## src/hdl/mrtu_pkg.sv

```systemverilog
// ----------------------------------------------------------------------------
// mrtu_pkg: shared types, codes and CRC function for the Modbus RTU framer
// Holds the item structs of both channels, the command word passed from the
// front end to the byte sequencer, and the CRC-16/MODBUS byte update.
// ----------------------------------------------------------------------------
package mrtu_pkg;

    // Request modes carried in the mode field
    localparam logic [2:0] MODE_WRITE_SINGLE = 3'd0;
    localparam logic [2:0] MODE_READ_HOLDING = 3'd1;
    localparam logic [2:0] MODE_GRIP_CMD     = 3'd2;
    localparam logic [2:0] MODE_POS_READ     = 3'd3;
    localparam logic [2:0] MODE_RX_BYTE      = 3'd4;

    // Modbus function codes
    localparam logic [7:0] FN_WRITE_SINGLE = 8'd6;
    localparam logic [7:0] FN_READ_HOLDING = 8'd3;

    // Configuration register indexes
    localparam logic [2:0] CFG_SLAVE_ID      = 3'd0;
    localparam logic [2:0] CFG_GRIP_ADDR     = 3'd1;
    localparam logic [2:0] CFG_SPEED_CODE    = 3'd2;
    localparam logic [2:0] CFG_POSITION_ADDR = 3'd3;
    localparam logic [2:0] CFG_CRC_LOW_FIRST = 3'd4;

    // Result kinds
    localparam logic KIND_TX      = 1'b0;
    localparam logic KIND_VERDICT = 1'b1;

    localparam logic [15:0] CRC_INIT    = 16'hFFFF;
    localparam logic [15:0] CRC_POLY    = 16'hA001;
    localparam logic [15:0] READ_COUNT  = 16'd1;
    localparam logic [7:0]  SLAVE_RESET = 8'd1;

    // Response byte positions
    localparam logic [2:0] RX_VAL_HI   = 3'd3;
    localparam logic [2:0] RX_VAL_LO   = 3'd4;
    localparam logic [2:0] RX_CRC_1ST  = 3'd5;
    localparam logic [2:0] RX_CRC_2ND  = 3'd6;

    // Request frame byte positions
    localparam logic [2:0] TX_SLAVE    = 3'd0;
    localparam logic [2:0] TX_FN       = 3'd1;
    localparam logic [2:0] TX_ADDR_HI  = 3'd2;
    localparam logic [2:0] TX_ADDR_LO  = 3'd3;
    localparam logic [2:0] TX_DATA_HI  = 3'd4;
    localparam logic [2:0] TX_DATA_LO  = 3'd5;
    localparam logic [2:0] TX_CRC_1ST  = 3'd6;
    localparam logic [2:0] TX_CRC_2ND  = 3'd7;

    // Command queue sizing
    localparam int QUEUE_DEPTH = 4;
    localparam int QPTR_W      = $clog2(QUEUE_DEPTH);
    localparam int QCNT_W      = $clog2(QUEUE_DEPTH + 1);

    typedef struct packed {
        logic [2:0]  mode;
        logic [15:0] reg_addr;
        logic [15:0] write_value;
        logic [7:0]  rx_byte;
        logic        rx_first;
    } in_item_t;

    typedef struct packed {
        logic        kind;
        logic [7:0]  tx_byte;
        logic        tx_last;
        logic [15:0] read_value;
        logic        crc_ok;
    } out_item_t;

    typedef struct packed {
        logic        is_verdict;
        logic [7:0]  slave;
        logic [7:0]  fn;
        logic [15:0] addr;
        logic [15:0] data;
        logic        low_first;
        logic [15:0] read_value;
        logic        crc_ok;
    } cmd_t;

    function automatic logic [15:0] crc_update(input logic [15:0] crc_in,
                                               input logic [7:0] b);
        logic [15:0] c;
        c = crc_in ^ {8'h00, b};
        for (int k = 0; k < 8; k++)
        begin
            if (c[0])
                c = (c >> 1) ^ CRC_POLY;
            else
                c = c >> 1;
        end
        return c;
    endfunction

endpackage

```

## src/hdl/mrtu_front.sv

```systemverilog
// ----------------------------------------------------------------------------
// mrtu_front: item intake and classification
// Holds the configuration registers, turns request items into frame
// commands, and tracks response bytes, pushing a verdict on the seventh.
// ----------------------------------------------------------------------------
module mrtu_front (
    input  logic                clk,
    input  logic                rst_n,
    input  logic                in_valid,
    output logic                in_ready,
    input  mrtu_pkg::in_item_t  in_item,
    input  logic                cfg_valid,
    output logic                cfg_ready,
    input  logic [2:0]          cfg_index,
    input  logic [15:0]         cfg_data,
    input  logic                q_full,
    output logic                push,
    output mrtu_pkg::cmd_t      push_cmd
);

    logic [7:0]  slave_id_reg;
    logic [15:0] grip_addr_reg;
    logic [3:0]  speed_code_reg;
    logic [15:0] position_addr_reg;
    logic        crc_low_first_reg;

    logic [2:0]  rx_count_reg,    rx_count_next;
    logic [15:0] rx_crc_reg,      rx_crc_next;
    logic [15:0] rx_value_reg,    rx_value_next;
    logic [7:0]  rx_first_b_reg,  rx_first_b_next;

    logic        accept;
    logic [2:0]  eff_count;
    logic [15:0] eff_crc;
    logic [15:0] eff_value;
    logic [7:0]  eff_first_b;
    logic [15:0] got_crc;

    assign in_ready  = !q_full;
    assign cfg_ready = 1'b1;
    assign accept    = in_valid && in_ready;

    always_ff @(posedge clk or negedge rst_n)
    begin
        if (!rst_n)
        begin
            slave_id_reg      <= mrtu_pkg::SLAVE_RESET;
            grip_addr_reg     <= '0;
            speed_code_reg    <= '0;
            position_addr_reg <= '0;
            crc_low_first_reg <= 1'b0;
        end
        else if (cfg_valid && cfg_ready)
        begin
            case (cfg_index)
                mrtu_pkg::CFG_SLAVE_ID:      slave_id_reg      <= cfg_data[7:0];
                mrtu_pkg::CFG_GRIP_ADDR:     grip_addr_reg     <= cfg_data;
                mrtu_pkg::CFG_SPEED_CODE:    speed_code_reg    <= cfg_data[3:0];
                mrtu_pkg::CFG_POSITION_ADDR: position_addr_reg <= cfg_data;
                mrtu_pkg::CFG_CRC_LOW_FIRST: crc_low_first_reg <= cfg_data[0];
                default: ;
            endcase
        end
    end

    // Receive tracking; a start mark restarts the frame before this byte
    always_comb
    begin
        eff_count   = in_item.rx_first ? 3'd0 : rx_count_reg;
        eff_crc     = in_item.rx_first ? mrtu_pkg::CRC_INIT : rx_crc_reg;
        eff_value   = in_item.rx_first ? 16'd0 : rx_value_reg;
        eff_first_b = in_item.rx_first ? 8'd0 : rx_first_b_reg;

        if (crc_low_first_reg)
            got_crc = {in_item.rx_byte, eff_first_b};
        else
            got_crc = {eff_first_b, in_item.rx_byte};

        rx_count_next   = rx_count_reg;
        rx_crc_next     = rx_crc_reg;
        rx_value_next   = rx_value_reg;
        rx_first_b_next = rx_first_b_reg;

        push                = 1'b0;
        push_cmd.is_verdict = 1'b0;
        push_cmd.slave      = slave_id_reg;
        push_cmd.fn         = mrtu_pkg::FN_WRITE_SINGLE;
        push_cmd.addr       = in_item.reg_addr;
        push_cmd.data       = in_item.write_value;
        push_cmd.low_first  = crc_low_first_reg;
        push_cmd.read_value = eff_value;
        push_cmd.crc_ok     = (got_crc == eff_crc);

        case (in_item.mode)
            mrtu_pkg::MODE_WRITE_SINGLE:
            begin
                push = accept;
            end
            mrtu_pkg::MODE_READ_HOLDING:
            begin
                push          = accept;
                push_cmd.fn   = mrtu_pkg::FN_READ_HOLDING;
                push_cmd.data = mrtu_pkg::READ_COUNT;
            end
            mrtu_pkg::MODE_GRIP_CMD:
            begin
                push          = accept;
                push_cmd.addr = grip_addr_reg;
                push_cmd.data = {speed_code_reg, 12'd0} | in_item.write_value;
            end
            mrtu_pkg::MODE_POS_READ:
            begin
                push          = accept;
                push_cmd.fn   = mrtu_pkg::FN_READ_HOLDING;
                push_cmd.addr = position_addr_reg;
                push_cmd.data = mrtu_pkg::READ_COUNT;
            end
            mrtu_pkg::MODE_RX_BYTE:
            begin
                if (accept)
                begin
                    rx_count_next   = eff_count;
                    rx_crc_next     = eff_crc;
                    rx_value_next   = eff_value;
                    rx_first_b_next = eff_first_b;
                    if (eff_count <= mrtu_pkg::RX_VAL_LO)
                    begin
                        rx_crc_next   = mrtu_pkg::crc_update(eff_crc, in_item.rx_byte);
                        rx_count_next = eff_count + 3'd1;
                        if (eff_count == mrtu_pkg::RX_VAL_HI)
                            rx_value_next = {in_item.rx_byte, 8'd0};
                        else if (eff_count == mrtu_pkg::RX_VAL_LO)
                            rx_value_next = {eff_value[15:8], in_item.rx_byte};
                    end
                    else if (eff_count == mrtu_pkg::RX_CRC_1ST)
                    begin
                        rx_first_b_next = in_item.rx_byte;
                        rx_count_next   = mrtu_pkg::RX_CRC_2ND;
                    end
                    else
                    begin
                        push                = 1'b1;
                        push_cmd.is_verdict = 1'b1;
                        rx_count_next       = 3'd0;
                        rx_crc_next         = mrtu_pkg::CRC_INIT;
                        rx_value_next       = 16'd0;
                        rx_first_b_next     = 8'd0;
                    end
                end
            end
            default: ;
        endcase
    end

    always_ff @(posedge clk or negedge rst_n)
    begin
        if (!rst_n)
        begin
            rx_count_reg   <= '0;
            rx_crc_reg     <= mrtu_pkg::CRC_INIT;
            rx_value_reg   <= '0;
            rx_first_b_reg <= '0;
        end
        else
        begin
            rx_count_reg   <= rx_count_next;
            rx_crc_reg     <= rx_crc_next;
            rx_value_reg   <= rx_value_next;
            rx_first_b_reg <= rx_first_b_next;
        end
    end

endmodule

```

## src/hdl/mrtu_queue.sv

```systemverilog
// ----------------------------------------------------------------------------
// mrtu_queue: short command queue between front end and byte sequencer
// First-word-fall-through; the head is visible while it waits to be popped.
// ----------------------------------------------------------------------------
module mrtu_queue (
    input  logic            clk,
    input  logic            rst_n,
    input  logic            push,
    input  mrtu_pkg::cmd_t  push_cmd,
    output logic            full,
    input  logic            pop,
    output logic            head_valid,
    output mrtu_pkg::cmd_t  head_cmd
);

    mrtu_pkg::cmd_t                entry_reg [mrtu_pkg::QUEUE_DEPTH];
    logic [mrtu_pkg::QPTR_W-1:0]   wr_ptr_reg, wr_ptr_next;
    logic [mrtu_pkg::QPTR_W-1:0]   rd_ptr_reg, rd_ptr_next;
    logic [mrtu_pkg::QCNT_W-1:0]   count_reg,  count_next;

    assign full       = (count_reg == mrtu_pkg::QCNT_W'(mrtu_pkg::QUEUE_DEPTH));
    assign head_valid = (count_reg != '0);
    assign head_cmd   = entry_reg[rd_ptr_reg];

    always_comb
    begin
        wr_ptr_next = push ? wr_ptr_reg + 1'b1 : wr_ptr_reg;
        rd_ptr_next = pop  ? rd_ptr_reg + 1'b1 : rd_ptr_reg;
        count_next  = count_reg;
        if (push && !pop)
            count_next = count_reg + 1'b1;
        else if (pop && !push)
            count_next = count_reg - 1'b1;
    end

    always_ff @(posedge clk)
    begin
        if (push)
            entry_reg[wr_ptr_reg] <= push_cmd;
    end

    always_ff @(posedge clk or negedge rst_n)
    begin
        if (!rst_n)
        begin
            wr_ptr_reg <= '0;
            rd_ptr_reg <= '0;
            count_reg  <= '0;
        end
        else
        begin
            wr_ptr_reg <= wr_ptr_next;
            rd_ptr_reg <= rd_ptr_next;
            count_reg  <= count_next;
        end
    end

    a_count_bound: assert property (@(posedge clk) disable iff (!rst_n)
        count_reg <= mrtu_pkg::QCNT_W'(mrtu_pkg::QUEUE_DEPTH))
        else $error("command queue count out of range");

    a_no_overflow: assert property (@(posedge clk) disable iff (!rst_n)
        full |-> !push || pop)
        else $error("push into full command queue");

    a_count_grow: assert property (@(posedge clk) disable iff (!rst_n)
        push && !pop |=> count_reg == $past(count_reg) + 1'b1)
        else $error("command queue count did not advance on push");

endmodule

```

## src/hdl/mrtu_back.sv

```systemverilog
// ----------------------------------------------------------------------------
// mrtu_back: byte sequencer and output register
// Walks a request command through its eight frame bytes, folding each of
// the first six into the CRC, and passes verdicts through as one result.
// ----------------------------------------------------------------------------
module mrtu_back (
    input  logic                clk,
    input  logic                rst_n,
    input  logic                head_valid,
    input  mrtu_pkg::cmd_t      head_cmd,
    output logic                pop,
    output logic                out_valid,
    input  logic                out_ready,
    output mrtu_pkg::out_item_t out_item
);

    logic [2:0]          idx_reg,       idx_next;
    logic [15:0]         crc_reg,       crc_next;
    logic                out_valid_reg, out_valid_next;
    mrtu_pkg::out_item_t out_reg,       out_next;

    logic       load;
    logic [7:0] cur_byte;
    logic [7:0] crc_byte;

    assign load      = head_valid && (!out_valid_reg || out_ready);
    assign out_valid = out_valid_reg;
    assign out_item  = out_reg;

    always_comb
    begin
        if (head_cmd.low_first == (idx_reg == mrtu_pkg::TX_CRC_1ST))
            crc_byte = crc_reg[7:0];
        else
            crc_byte = crc_reg[15:8];

        case (idx_reg)
            mrtu_pkg::TX_SLAVE:   cur_byte = head_cmd.slave;
            mrtu_pkg::TX_FN:      cur_byte = head_cmd.fn;
            mrtu_pkg::TX_ADDR_HI: cur_byte = head_cmd.addr[15:8];
            mrtu_pkg::TX_ADDR_LO: cur_byte = head_cmd.addr[7:0];
            mrtu_pkg::TX_DATA_HI: cur_byte = head_cmd.data[15:8];
            mrtu_pkg::TX_DATA_LO: cur_byte = head_cmd.data[7:0];
            default:              cur_byte = crc_byte;
        endcase
    end

    always_comb
    begin
        pop            = 1'b0;
        idx_next       = idx_reg;
        crc_next       = crc_reg;
        out_next       = out_reg;
        out_valid_next = out_ready ? 1'b0 : out_valid_reg;

        if (load)
        begin
            out_valid_next = 1'b1;
            if (head_cmd.is_verdict)
            begin
                pop                 = 1'b1;
                out_next.kind       = mrtu_pkg::KIND_VERDICT;
                out_next.tx_byte    = 8'd0;
                out_next.tx_last    = 1'b0;
                out_next.read_value = head_cmd.read_value;
                out_next.crc_ok     = head_cmd.crc_ok;
            end
            else
            begin
                out_next.kind       = mrtu_pkg::KIND_TX;
                out_next.tx_byte    = cur_byte;
                out_next.tx_last    = (idx_reg == mrtu_pkg::TX_CRC_2ND);
                out_next.read_value = 16'd0;
                out_next.crc_ok     = 1'b0;
                if (idx_reg == mrtu_pkg::TX_CRC_2ND)
                begin
                    pop      = 1'b1;
                    idx_next = 3'd0;
                    crc_next = mrtu_pkg::CRC_INIT;
                end
                else
                begin
                    idx_next = idx_reg + 3'd1;
                    if (idx_reg <= mrtu_pkg::TX_DATA_LO)
                        crc_next = mrtu_pkg::crc_update(crc_reg, cur_byte);
                end
            end
        end
    end

    always_ff @(posedge clk or negedge rst_n)
    begin
        if (!rst_n)
        begin
            idx_reg       <= '0;
            crc_reg       <= mrtu_pkg::CRC_INIT;
            out_valid_reg <= 1'b0;
        end
        else
        begin
            idx_reg       <= idx_next;
            crc_reg       <= crc_next;
            out_valid_reg <= out_valid_next;
        end
    end

    always_ff @(posedge clk)
    begin
        out_reg <= out_next;
    end

    a_mid_frame_head: assert property (@(posedge clk) disable iff (!rst_n)
        idx_reg != 3'd0 |-> head_valid && !head_cmd.is_verdict)
        else $error("request command left the queue mid-frame");

    a_last_on_eighth: assert property (@(posedge clk) disable iff (!rst_n)
        load && !head_cmd.is_verdict && idx_reg == mrtu_pkg::TX_CRC_2ND
        |=> out_valid_reg && out_reg.tx_last)
        else $error("final frame byte not marked last");

    a_last_is_tx: assert property (@(posedge clk) disable iff (!rst_n)
        out_valid_reg && out_reg.tx_last |-> out_reg.kind == mrtu_pkg::KIND_TX)
        else $error("last flag on a verdict result");

endmodule

```

## src/hdl/modbus_rtu_master_framer.sv

```systemverilog
// ----------------------------------------------------------------------------
// modbus_rtu_master_framer: Modbus RTU request framer and response checker
// Builds 8-byte request frames with CRC-16/MODBUS and checks 7-byte replies.
// ----------------------------------------------------------------------------
// Usage:
//   in_*   : request or response-byte items. Modes 0-3 each produce eight
//            transmit-byte results (slave, function, address, data, CRC);
//            mode 4 feeds one response byte, and the seventh byte of a reply
//            produces one verdict result (value from bytes 3-4, CRC match).
//            Modes 5-7 are taken and dropped.
//   out_*  : result items, one per cycle while out_ready is high.
//   cfg_*  : register writes (slave id, grip address, speed code, position
//            address, CRC byte order); always ready. The user must write
//            them only when idle; the block does not enforce this.
// Path: a taken request is written into the command queue, and the byte
//   sequencer then loads its first byte into the output register. A request
//   leaves the sequencer as eight transmit-byte results, a verdict as one;
//   the four-entry command queue keeps taking items meanwhile.
// Stall: when out_ready is low and a result waits, the output register holds,
//   the sequencer waits, and in_ready drops once the queue fills.
// Reset: clears queue, sequencer, receive tracking and loads register
//   defaults (slave id 1, all else 0).
// ----------------------------------------------------------------------------
module modbus_rtu_master_framer (
    input  logic                clk,
    input  logic                rst_n,
    input  logic                in_valid,
    output logic                in_ready,
    input  mrtu_pkg::in_item_t  in_item,
    output logic                out_valid,
    input  logic                out_ready,
    output mrtu_pkg::out_item_t out_item,
    input  logic                cfg_valid,
    output logic                cfg_ready,
    input  logic [2:0]          cfg_index,
    input  logic [15:0]         cfg_data
);

    logic           push;
    mrtu_pkg::cmd_t push_cmd;
    logic           q_full;
    logic           pop;
    logic           head_valid;
    mrtu_pkg::cmd_t head_cmd;

    // Front end: classify items, hold config and receive state
    mrtu_front u_front (
        .clk       (clk),
        .rst_n     (rst_n),
        .in_valid  (in_valid),
        .in_ready  (in_ready),
        .in_item   (in_item),
        .cfg_valid (cfg_valid),
        .cfg_ready (cfg_ready),
        .cfg_index (cfg_index),
        .cfg_data  (cfg_data),
        .q_full    (q_full),
        .push      (push),
        .push_cmd  (push_cmd)
    );

    // Decouple intake from byte sequencing
    mrtu_queue u_queue (
        .clk        (clk),
        .rst_n      (rst_n),
        .push       (push),
        .push_cmd   (push_cmd),
        .full       (q_full),
        .pop        (pop),
        .head_valid (head_valid),
        .head_cmd   (head_cmd)
    );

    // Back end: emit frame bytes and verdicts through the output register
    mrtu_back u_back (
        .clk        (clk),
        .rst_n      (rst_n),
        .head_valid (head_valid),
        .head_cmd   (head_cmd),
        .pop        (pop),
        .out_valid  (out_valid),
        .out_ready  (out_ready),
        .out_item   (out_item)
    );

endmodule
```

## config.mk

```make
export PLATFORM = sky130hd
export DESIGN_NAME = modbus_rtu_master_framer
export DESIGN_NICKNAME = d
export VERILOG_FILES = /design/src/hdl/mrtu_pkg.sv /design/src/hdl/mrtu_front.sv /design/src/hdl/mrtu_queue.sv /design/src/hdl/mrtu_back.sv /design/src/hdl/modbus_rtu_master_framer.sv
export SDC_FILE = /design/constraint.sdc
export NUM_CORES = 1
export LEC_CHECK = 0
export ABC_AREA = 1
export BUFFER_PORTS_ARGS = -buffer_cell sky130_fd_sc_hd__clkbuf_2
export CAP_MARGIN = 20
export CORE_MARGIN = 2
export CORE_UTILIZATION = 45
export CTS_CLUSTER_DIAMETER = 60
export DETAILED_ROUTE_END_ITERATION = 10
export HOLD_SLACK_MARGIN = 0.03
export PLACE_DENSITY = 0.61
export SYNTH_ARGS = -nofsm -noshare
export SYNTH_HDL_FRONTEND = slang
export SYNTH_SLANG_ARGS = --single-unit
```

## constraint.sdc

```tcl
create_clock -name clk -period 6.1 [get_ports clk]
set_input_delay 0.61 -clock clk [delete_from_list [all_inputs] [get_ports clk]]
set_output_delay 0.61 -clock clk [all_outputs]
set_load 0.005 [all_outputs]
```

# Word-level counts from Yosys, hierarchy flattened
# Memory sizes are Yosys's and may differ from the RTL's.
# Cells that the tools add are included.
# W data, S select, Z words.
dict set report totals {
  register_bits 142
  ram_bits 248
  inputBits 68
  out_inout_bits 30
  word_cells 199
  memories 1
}
# name words width read_ports rd_clocked_by_memory_dff wr line_no
set mem_list {}
lappend mem_list {u_queue.entry_reg 4 62 1 0 1 mrtu_queue.sv:16} ;# mrtu_pkg::cmd_t entry_reg [mrtu_pkg::QUEUE_DEPTH];
dict set report op_classes {
  n_addsub 6
  n_lt_le_gt_ge 2
  n_eq_ne 21
  n_mux 103
  bitwise 20
  reduce_logical 26
}
# operator n
set op_table {}
lappend op_table {{$mux W16} 75}
lappend op_table {{$pmux W16 S2} 2}
lappend op_table {{$not A2 Y3} 16}
lappend op_table {{$pmux W8 S6} 1}
lappend op_table {{$mux W8} 5}
lappend op_table {{$xor A16 B8 Y16} 2}
lappend op_table {{$eq A3 B3 Y1 const B} 9}
lappend op_table {{$mux W27} 1}
lappend op_table {{$eq A3 B2 Y1 const B} 7}
lappend op_table {{$mux W3} 7}
lappend op_table {{$eq A16 B16 Y1} 1}
lappend op_table {{$or A16 B16 Y16} 1}
lappend op_table {{$reduce_and A2 Y1} 7}
lappend op_table {{$mux W1} 11}
lappend op_table {{$add A3 B1 Y3 const B} 3}
lappend op_table {{$eq A3 B1 Y1 const B} 3}
lappend op_table {{$logic_not A3 Y1} 3}
lappend op_table {{$le A3 B3 Y1 const B} 2}
lappend op_table {{$reduce_bool A2 Y1} 3}
lappend op_table {{$add A2 B1 Y2 const B} 2}
lappend op_table {{$logic_and A1 B1 Y1} 4}
lappend op_table {{$logic_not A1 Y1} 4}
lappend op_table {{$reduce_or A4 Y1} 1}
lappend op_table {{$reduce_and A3 Y1} 1}
lappend op_table {{other kinds (7)} 7}

# Logic depth before layout (Yosys ltp)
dict set report depth {
  ltp_word 51
  depth_mapped 26
  ltp_nobuf 23
}

# By module
# Synthesis repeated with hierarchy kept, for this count alone.
dict set report hier_totals {
  cells_unflattened 1969
  area_unflattened_um2 19937.9
}
# mod n_inst cells_each area_per_inst_um2 seq_area_each_um2
set by_module_without_submodules {}
lappend by_module_without_submodules {mrtu_queue 1 831 11567.3 8222.9}
lappend by_module_without_submodules {mrtu_front 1 744 5338.9 2223.4}
lappend by_module_without_submodules {mrtu_back 1 394 3031.7 1331.3}

# Worst setup path after synthesis
# OpenSTA, ideal clock, no wires.
dict set report synth_path {
  path_type {input -> register}
  start {input in_item[0] (netlist bit)}
  end {memory u_queue.entry_reg[0][0] (netlist bit) (enable)}
  setup_ns 0.480
  arrival_time_ns 5.069
  t_required_ns 5.620
  slack_ns 0.551
  cell_stages 11
  n_path_buf 3
  path_cell_list {buf_2 > clkbuf_1 > clkbuf_1 > nor2_1 > inv_1 > ha_1 > nor2_1 > nand3_1 > a21oi_1 > inv_1 > nor2_1}
}
dict set report synth_between {
  elab_chain_cells 8
  word_cells_on_any_way 9
  cone_classes {order compare: 1; eq/ne: 1; mux: 7}
}
# item line_no
set synth_lines {}
lappend synth_lines {{start: declaration} modbus_rtu_master_framer.sv:29} ;# input mrtu_pkg::in_item_t in_item,
lappend synth_lines {{$mux W3 (*)} mrtu_front.sv:69} ;# eff_count = in_item.rx_first ? 3'd0 : rx_count_reg;
lappend synth_lines {{branches (longest 2 deep; another with $le A3 B3 Y1)} -}
lappend synth_lines {{$mux W1 (*)} mrtu_front.sv:126} ;# if (eff_count <= mrtu_pkg::RX_VAL_LO)
lappend synth_lines {{$mux W1 (*)} mrtu_front.sv:120} ;# if (accept)
lappend synth_lines {{$pmux W1 S2 (*)} mrtu_front.sv:94} ;# case (in_item.mode)
lappend synth_lines {{named net push} modbus_rtu_master_framer.sv:39} ;# logic push;
lappend synth_lines {{$mux W1 (*)} mrtu_queue.sv:38} ;# if (push)
lappend synth_lines {{$mux W1 (implied by the code) (*)} mrtu_queue.sv:39} ;# entry_reg[wr_ptr_reg] <= push_cmd;
lappend synth_lines {{end: declaration} mrtu_queue.sv:16}
# Mark *: on every way through the listed nets, which the timed path passes.

# Worst setup path after layout
dict set report layout_path {
  start {register u_queue.rd_ptr_reg[0] (netlist bit)}
  end {register u_queue.count_reg[1] (netlist bit)}
}
dict set report layout_between {
  elab_chain_cells 6
  word_cells_on_any_way 8
  cone_classes {mux: 3; reduce/logical: 4; memory: 1}
}
# item line_no
set layout_lines {}
lappend layout_lines {{start: declaration} mrtu_queue.sv:18} ;# logic [mrtu_pkg::QPTR_W-1:0] rd_ptr_reg, rd_ptr_next;
lappend layout_lines {{start signal: assignment} mrtu_queue.sv:53} ;# rd_ptr_reg <= rd_ptr_next;
lappend layout_lines {{$mem_v2 Z4 W62} -}
lappend layout_lines {{$mux W1} mrtu_back.sv:59} ;# if (head_cmd.is_verdict)
lappend layout_lines {{$mux W1} mrtu_back.sv:56} ;# if (load)
lappend layout_lines {{$logic_not A1 Y1} mrtu_queue.sv:30} ;# if (push && !pop)
lappend layout_lines {{$logic_and A1 B1 Y1} mrtu_queue.sv:30}
lappend layout_lines {{$mux W3} mrtu_queue.sv:30}
lappend layout_lines {{named net u_queue.count_next (one bit)} mrtu_queue.sv:19} ;# logic [mrtu_pkg::QCNT_W-1:0] count_reg, count_next;
lappend layout_lines {{end signal: assignment} mrtu_queue.sv:54} ;# count_reg <= count_next;
lappend layout_lines {{end: declaration} mrtu_queue.sv:19}
# The timed path passes the listed nets, and every way through them passes these cells.
# A chain may end at the register's enable or synchronous reset.

==> results.yml <==
cts:
  cts_buffers: 45
  clkSlewWorstSetupHoldPaths_ns: 0.06
  cts_buffer_depth: 3
  cts_setup_buffers: 0
  cts-resized-gates: 0
  postCtsHoldBufs: 0
  cts_tree: "yes"
  htree_num_levels: 2
  ctsRootBufferMaster: "clkbuf_16"
  clock_latency_ns: 0.57
  cts.sinks: 386
floorplanning:
  die_w_um: 204
  rows: 73
  coreArea_um2: 39600
  initial_utilization: 0.454
  die_y_um: 204
  io_pins: 98
  die_area_um2: 41600
yosys:
  syn_nets: 1987
  ys_warn_count: 0
  synth_xor_area_frac: 0.0155
  yosysUniqueCellTypes: 44
  synth_adder_area_share: 0.0115
  synthArstFlopShare: 0.298
  synth_edf_count: 271
  synthSimpleGateAreaFrac: 0.185
  netlist_area_um2: 18000
  synth_ff_type: "edfxtp_1"
  syn_area_per_cell_um2: 9.46
  synthMuxAreaShare: 0
  synth_top_family_by_area: "simple AND/OR/NAND/NOR gates"
  synth_seq_area_share: 0.614
  yosys_register_bits: 386
  synthCells: 1903
  synth_compound_area_frac: 0.0941
route:
  drcViolationCount: 0
  ant_nets: 0
  num_vias: 13100
  wirelength_um: 43200
  drt_iter0_drc: 1111
  routed_via_density: 5.15
  drt-wirelength-per-cell_um: 17.0
  dr.pass1.iters: 5
sta:
  setup_violations: 0
  finalMaxSlewViolations: 0
  min_period_ns: 3.90
  rsz0062_at_grt: "false"
  fin_crit_sh: 0.640
  setup_ws_ns: 2.20
  fmax_mhz: 256
  worst_pin_slew_ns: 1.03
  fin_tns_setup_ns: 0
  timing.slew.headroom: 0.311
  hold_violations: 0
  clock_skew_ns: 0.0270
critical_path:
  critical_path_class: "reg2reg"
  ff2ff_path_depth: 9
  r2r_slack_ns: 2.20
  cp_max_fo: 97
  cp-start-kind: "register"
  arrival_ns: 4.35
  setup.worst_path.end_class: "register"
  cp.required_ns: 6.54
power:
  power.leakage_nw: 9.00
  finalPower_w: 0.0102
  worst_ir_drop_vdd_uv: 228
  power_density_nw_per_um2: 499
global_route:
  antenna_found_initial: 0
  grt_pass1_vias: 12300
  grt_usage: 0.212
  grt_pass1_wl_um: 68400
  overflow: 0
  grt_max_degree: 98
finish:
  num_antenna_cells: 0
  largest_reg_flops: 244
  post-route-util: 0.515
  area_growth_pct: 13.4
  drive_gt1_frac: 0.123
  nets: 2068
placed_design:
  dpl.hpwl_um: 26900
  portBuffers: 96
  pre_cts_ws_ns: 2.16
  place.gp.congestion: 0.883
flow_run:
  cap_viol_max_count: 0
run_status:
  status: "finished, final reports clean"
min_path:
  worstHoldPathType: "in2async"
## cell usage after synthesis (3+ instances only)
library cell | n | area share
nand3_1 | 148 | 0.041
inv_2 | 3 | 0.00063
a31oi_1 | 11 | 0.0038
buf_6 | 11 | 0.0069
xor2_1 | 23 | 0.011
o221ai_1 | 3 | 0.0015
inv_1 | 258 | 0.054
a21oi_1 | 42 | 0.012
clkbuf_1 | 44 | 0.0092
nand2_1 | 500 | 0.10
nand2_2 | 3 | 0.0010
dfstp_2 | 33 | 0.048
nor2_2 | 7 | 0.0024
buf_2 | 19 | 0.0053
o211ai_1 | 13 | 0.0054
buf_4 | 5 | 0.0021
o21ai_1 | 12 | 0.0033
o21ai_0 | 162 | 0.045
dfrtp_1 | 82 | 0.11
nor3_1 | 3 | 0.00083
ha_1 | 15 | 0.010
a22oi_1 | 18 | 0.0075
nor2_1 | 151 | 0.031
a221oi_1 | 3 | 0.0015
edfxtp_1 | 271 | 0.45
xnor2_1 | 7 | 0.0034
clkinv_1 | 4 | 0.00083
o22ai_1 | 33 | 0.011
## final timing paths
path	startpoint	to
min	rst_n	u_queue.count_reg[1]
max	u_queue.rd_ptr_reg[0]	u_queue.count_reg[1]
min reg2reg	u_front.rx_crc_reg[8]	u_front.rx_crc_reg[8]
min in group clk	out_ready	u_back.out_valid
max reg2reg	u_queue.rd_ptr_reg[0]	u_queue.count_reg[1]
max in group asynchronous	rst_n	u_back.idx_reg[2]
## critical path, cell delays in order, from the launching register on
cell and delay [ns]:
dfrtp_4 0.65, buf_4 0.81, o21ai_0 0.27, o22ai_2 0.68, o21ai_0 0.31, ha_1 0.29
inv_1 0.10, fa_1 0.42, nor2_1 0.09, a21oi_1 0.05
## through the flow
step,hold WS [ns],std cells,cell area [um^2]
2_1_floorplan,0.314,1903,18000
3_3_place_gp,0.456,2459,18900
3_5_place_dp,0.457,2460,19000
4_1_cts,0.193,2542,20400
5_1_grt,0.233,2544,20400
6_report,0.183,2544,20400
## layout by cell type, fill, tap and decap left out, drive strengths merged, types with 18 or more instances in the layout
cell,netlist,final
nand2,503,503
edfxtp,271,271
inv,262,266
o21ai,175,175
nor2,160,160
clkbuf,44,151
nand3,148,148
dfrtp,82,82
a21oi,42,42
dfstp,33,33
o22ai,33,33
xor2,24,24
buf,37,20
clkinv,4,19
a22oi,18,18
## final cells by class
cell class                 instances  area (um^2)
clock buffer                      56         1190
sequential                       386        11100
tap                              525          657
inverter                         266         1000
clock inverter                    26          233
multi-input combinational       1170         5570
timing repair buffer             115          687
fill                            3622        19200
## kinds of logic after synthesis
logic type	count (synthesis)
buf+inv	347
xor+xnor	31
compound gates	303
fa+ha+maj	16
other cells	1
simple gates	819
flops	386
## where the power goes
part	switching, W	leakage, nW	internal (W)
Combinational	0.00261	4.43	0.00118
Sequential	0.000264	3.88	0.00354
Clock	0.00108	0.694	0.00152
Total	0.00396	9.00	0.00623
## metal layers
metal	global-route usage	routed length (um)
met4	0.0629	775
met3	0.0298	2410
met2	0.325	19300
met5	0	0
met1	0.314	20700
(Power assumes the default switching activity.)
